## src/hdl/pbd_cell.sv

```systemverilog
// one restoring square-root digit; also carries face result along the chain
module pbd_cell #(
    parameter int RB = 34,
    parameter int SB = 68,
    parameter int BIT = 0
) (
    input  logic          i_clk,
    input  logic          i_rst_n,
    input  logic          i_valid,
    input  logic [RB-1:0] i_root,
    input  logic [SB-1:0] i_rem,
    input  logic          i_found,
    input  logic [RB-1:0] i_best,
    output logic          o_valid,
    output logic [RB-1:0] o_root,
    output logic [SB-1:0] o_rem,
    output logic          o_found,
    output logic [RB-1:0] o_best
);
    logic [SB-1:0] w_trial;
    logic [SB-1:0] w_root_ext;
    logic          r_valid, r_found;
    logic [RB-1:0] r_root, r_best;
    logic [SB-1:0] r_rem;

    // trial subtract (2*root + 2^bit) << bit
    assign w_root_ext = {{(SB-RB){1'b0}}, i_root};
    assign w_trial = ((w_root_ext << 1) | (SB'(1) << BIT)) << BIT;

    always_ff @(posedge i_clk) begin
        if (!i_rst_n) begin
            r_valid <= 1'b0;
        end else begin
            r_valid <= i_valid;
        end
        r_found <= i_found;
        r_best  <= i_best;
        if (i_rem >= w_trial) begin
            r_rem  <= i_rem - w_trial;
            r_root <= i_root | (RB'(1) << BIT);
        end else begin
            r_rem  <= i_rem;
            r_root <= i_root;
        end
    end

    assign o_valid = r_valid;
    assign o_root  = r_root;
    assign o_rem   = r_rem;
    assign o_found = r_found;
    assign o_best  = r_best;
endmodule

```

## config.mk

```make
export PLATFORM = sky130hd
export DESIGN_NAME = pbd_cell
export DESIGN_NICKNAME = d
export VERILOG_FILES = /design/src/hdl/pbd_cell.sv
export SDC_FILE = /design/constraint.sdc
export NUM_CORES = 1
export LEC_CHECK = 0
export ABC_CLOCK_PERIOD_IN_PS = 6200
export BUFFER_PORTS_ARGS = -buffer_cell sky130_fd_sc_hd__buf_2
export CAP_MARGIN = 15
export CORE_AREA = 4 4 125 127
export CTS_BUF_LIST = sky130_fd_sc_hd__clkbuf_4 sky130_fd_sc_hd__clkbuf_8
export DETAILED_ROUTE_END_ITERATION = 12
export DIE_AREA = 0 0 129 131
export GPL_TIMING_DRIVEN = 0
export PLACE_DENSITY_LB_ADDON = 0.05
export SETUP_SLACK_MARGIN = 0.2
export SYNTH_ARGS = -nofsm -noshare
export SYNTH_HDL_FRONTEND = slang
export SYNTH_SLANG_ARGS = --single-unit
```

## constraint.sdc

```tcl
create_clock -name i_clk -period 6.2 [get_ports i_clk]
set_input_delay 0.31 -clock i_clk [delete_from_list [all_inputs] [get_ports i_clk]]
set_output_delay 0.31 -clock i_clk [all_outputs]
set_load 0.005 [all_outputs]
```

==> summary.txt <==
Status: completed
Setup-failing EPs final: 0
DR vias: 6483
Min Tclk post-route: 3740 ps
Clk sinks: 138
Max IR drop VDD: 158 µV
Cell taking the most area after synthesis: dfxtp_1
# IOs: 278
Worst slack, placed: 2390 ps
Fmax: 267 MHz
Critical Path AT: 4090 ps
Setup TNS Final: 0 ps
Fin crit share: 0.604
GRT Total Usage: 0.232
Die W: 129 µm
Area grow syn2layout: 42.3%
Syn avg cell area: 9.06 µm²
Vias per cell: 5.10
Final worst setup slack: 2460 ps
Flop pwr share: 0.431
Nets@finish: 1249
Remaining Overflow, GRT: 0
Vias in the first global route: 6208
Kind of critical path: in2reg
Most frequent cells in the layout: 279 x buf_2, 138 x dfxtp_1, 68 x dlygate4sd3_1
Worst path top cell family by delay: simple AND/OR/NAND/NOR gates
Fin. max-slew vios: 0
Synth warnings: 0
Clk pwr share: 0.346
GP Congestion: 0.909
First-pass GRT wire length: 30.9 mm
Pin count of the biggest net entering global routing: 17
Starting Density: 0.446
CP Capture Type: flip-flop
Worst-path cell chain: dlygate4sd3_1 > buf_2 > inv_1 > ha_1 > clkbuf_1 > a21o_1 > a211oi_1 > nor4bb_1 > nand4b_1 > or3_1 > buf_2 > o21ai_1 > nor3_1 > xor2_1
DRT iter0 DRCs: 406
Clock Tree Buf Depth: 2
Initial antenna violation count: 0
Net switching power: 0.000707 W
Final hold violations: 0
Gate power share: 0.224
HPWL Detailed: 15.4 mm
Power Internal: 0.00160 W
Pre-antenna DRT Iters: 7
CTS root buf: clkbuf_8
Setup bufs post-CTS: 0
Static Leakage: 4.20 nW
Critical path's slowest cell: dlygate4sd3_1
Syn_nets: 886
# DRC: 0
Hold WC Path Type: in2reg
Worst path max stage delay: 520 ps
Post-synthesis sequential area ratio: 0.429
Ant diodes: 0
CTS tree: yes
Yosys top cell area share: 0.429
Worst-path clk slew: 90 ps
Die H: 131 µm
Area contributors post-synth: dfxtp_1 43%, ha_1 6.8%, xor2_1 5.6%
CTS Buf Count: 17
Max_cap viols: 0
Main synth FF type: dfxtp_1
Number of port buffers: 276
Startpoint Class: input port
CORE AREA: 0.0144 mm²
Pwr dens: 252 mW/mm²
Asr flop ratio synth: 0
RSZ-0062 raised after global routing: no
Routed Antenna Nets: 0
# rows: 44
H-tree depth: 4
Register bit total from synthesis: 138
Post-Route WL: 20.3 mm
Die area: 0.0169 mm²
CP Buf/Inv Count: 5
Yosys cell types: 53
Worst slew margin: 0.488
Commonest non-fill, non-tap cell in the layout: buf_2
Tightest Pin Transition: 763 ps
Critical Path Fanout Max: 10
WL/cell: 16.0 µm
Sw Ratio: 0.306
Cell Area, Synth: 0.00643 mm²
Share of layout cells above drive strength 1: 0.345
Critical Path RT: 6550 ps
Post-synth EDFFs: 0
Post-Syn Instances: 710
Critical Path Most Common Cell: buf_2
==> final timing paths <==
| check | from | end | slack (ps) | cells after the start |
|---|---|---|---|---|
| max | i_root[32] | o_rem[67] | 2460 | 14 |
| min | i_rem[67] | o_rem[67] | 40 | 2 |
==> sequential cells by signal, summed over array words and instances (netlist names) <==
name,cells
o_best,34
o_found,1
o_rem,68
o_root,34
o_valid,1
==> per-stage QoR <==
stage                     utilization  hold slack (ps)  power (W)  cell area, µm²  instances
final                           0.635             35.7    0.00231            9160       1270
after global routing            0.635             7.42    0.00243            9160       1270
after CTS                       0.635             4.18    0.00233            9160       1270
after detailed placement        0.558              414    0.00149            8050       1170
after global placement          0.558              412    0.00149            8050       1170
after floorplan                     -              338    0.00128            6430        710
==> power groups by stage <==
| stage | Combinational [W] | Clock (W) | Sequential (W) |
|---|---|---|---|
| after floorplan | 0.000252 | 0 | 0.00103 |
| after global placement | 0.000480 | 0 | 0.00101 |
| after detailed placement | 0.000480 | 0 | 0.00101 |
| after CTS | 0.000516 | 0.000818 | 0.000994 |
| after global routing | 0.000575 | 0.000857 | 0.00100 |
| final | 0.000516 | 0.000799 | 0.000995 |
==> metal layers <==
layer  track usage  wire length [µm]  vias to the layer above
li1              -                 -                     3217
met1         0.289              8520                     2936
met2         0.380              9590                      295
met3        0.0801              1810                       35
met4        0.0735               339                        0
met5             0                 0                        -
==> cells in the mapped netlist (20+ instances only) <==
cell type    n
clkbuf_1    24
o21ai_0     30
inv_1       42
nor2_1      44
dfxtp_1    138
a21oi_2     25
xor2_1      41
a21oi_1     45
nor2_2      26
nand2_1     48
xnor2_1     24
nand4_1     20
ha_1        35
==> kinds of logic (layout without fill, tap and decap cells) <==
kind of cell,after synthesis,count (layout),synth area share
compound gates,168,168,0.172
xor+xnor,65,65,0.0885
fa+ha+maj,36,36,0.0712
flops,138,138,0.429
simple gates,228,228,0.187
buf+inv,75,451,0.0513
==> area by class of cell <==
| class | count | area (µm²) |
|---|---|---|
| clock inverter | 15 | 199 |
| clock buffer | 17 | 234 |
| inverter | 42 | 158 |
| fill | 1289 | 5260 |
| sequential | 138 | 2760 |
| tap | 184 | 230 |
| buffer | 33 | 173 |
| multi-input combinational | 497 | 3340 |
| timing repair buffer | 344 | 2060 |
==> timing repair <==
action / CTS / global route
gates resized for setup: 0 / 0
hold buffers: 68 / 0
endpoints found under the hold margin: 68 / 0
Power figures use the tool's default switching activity.
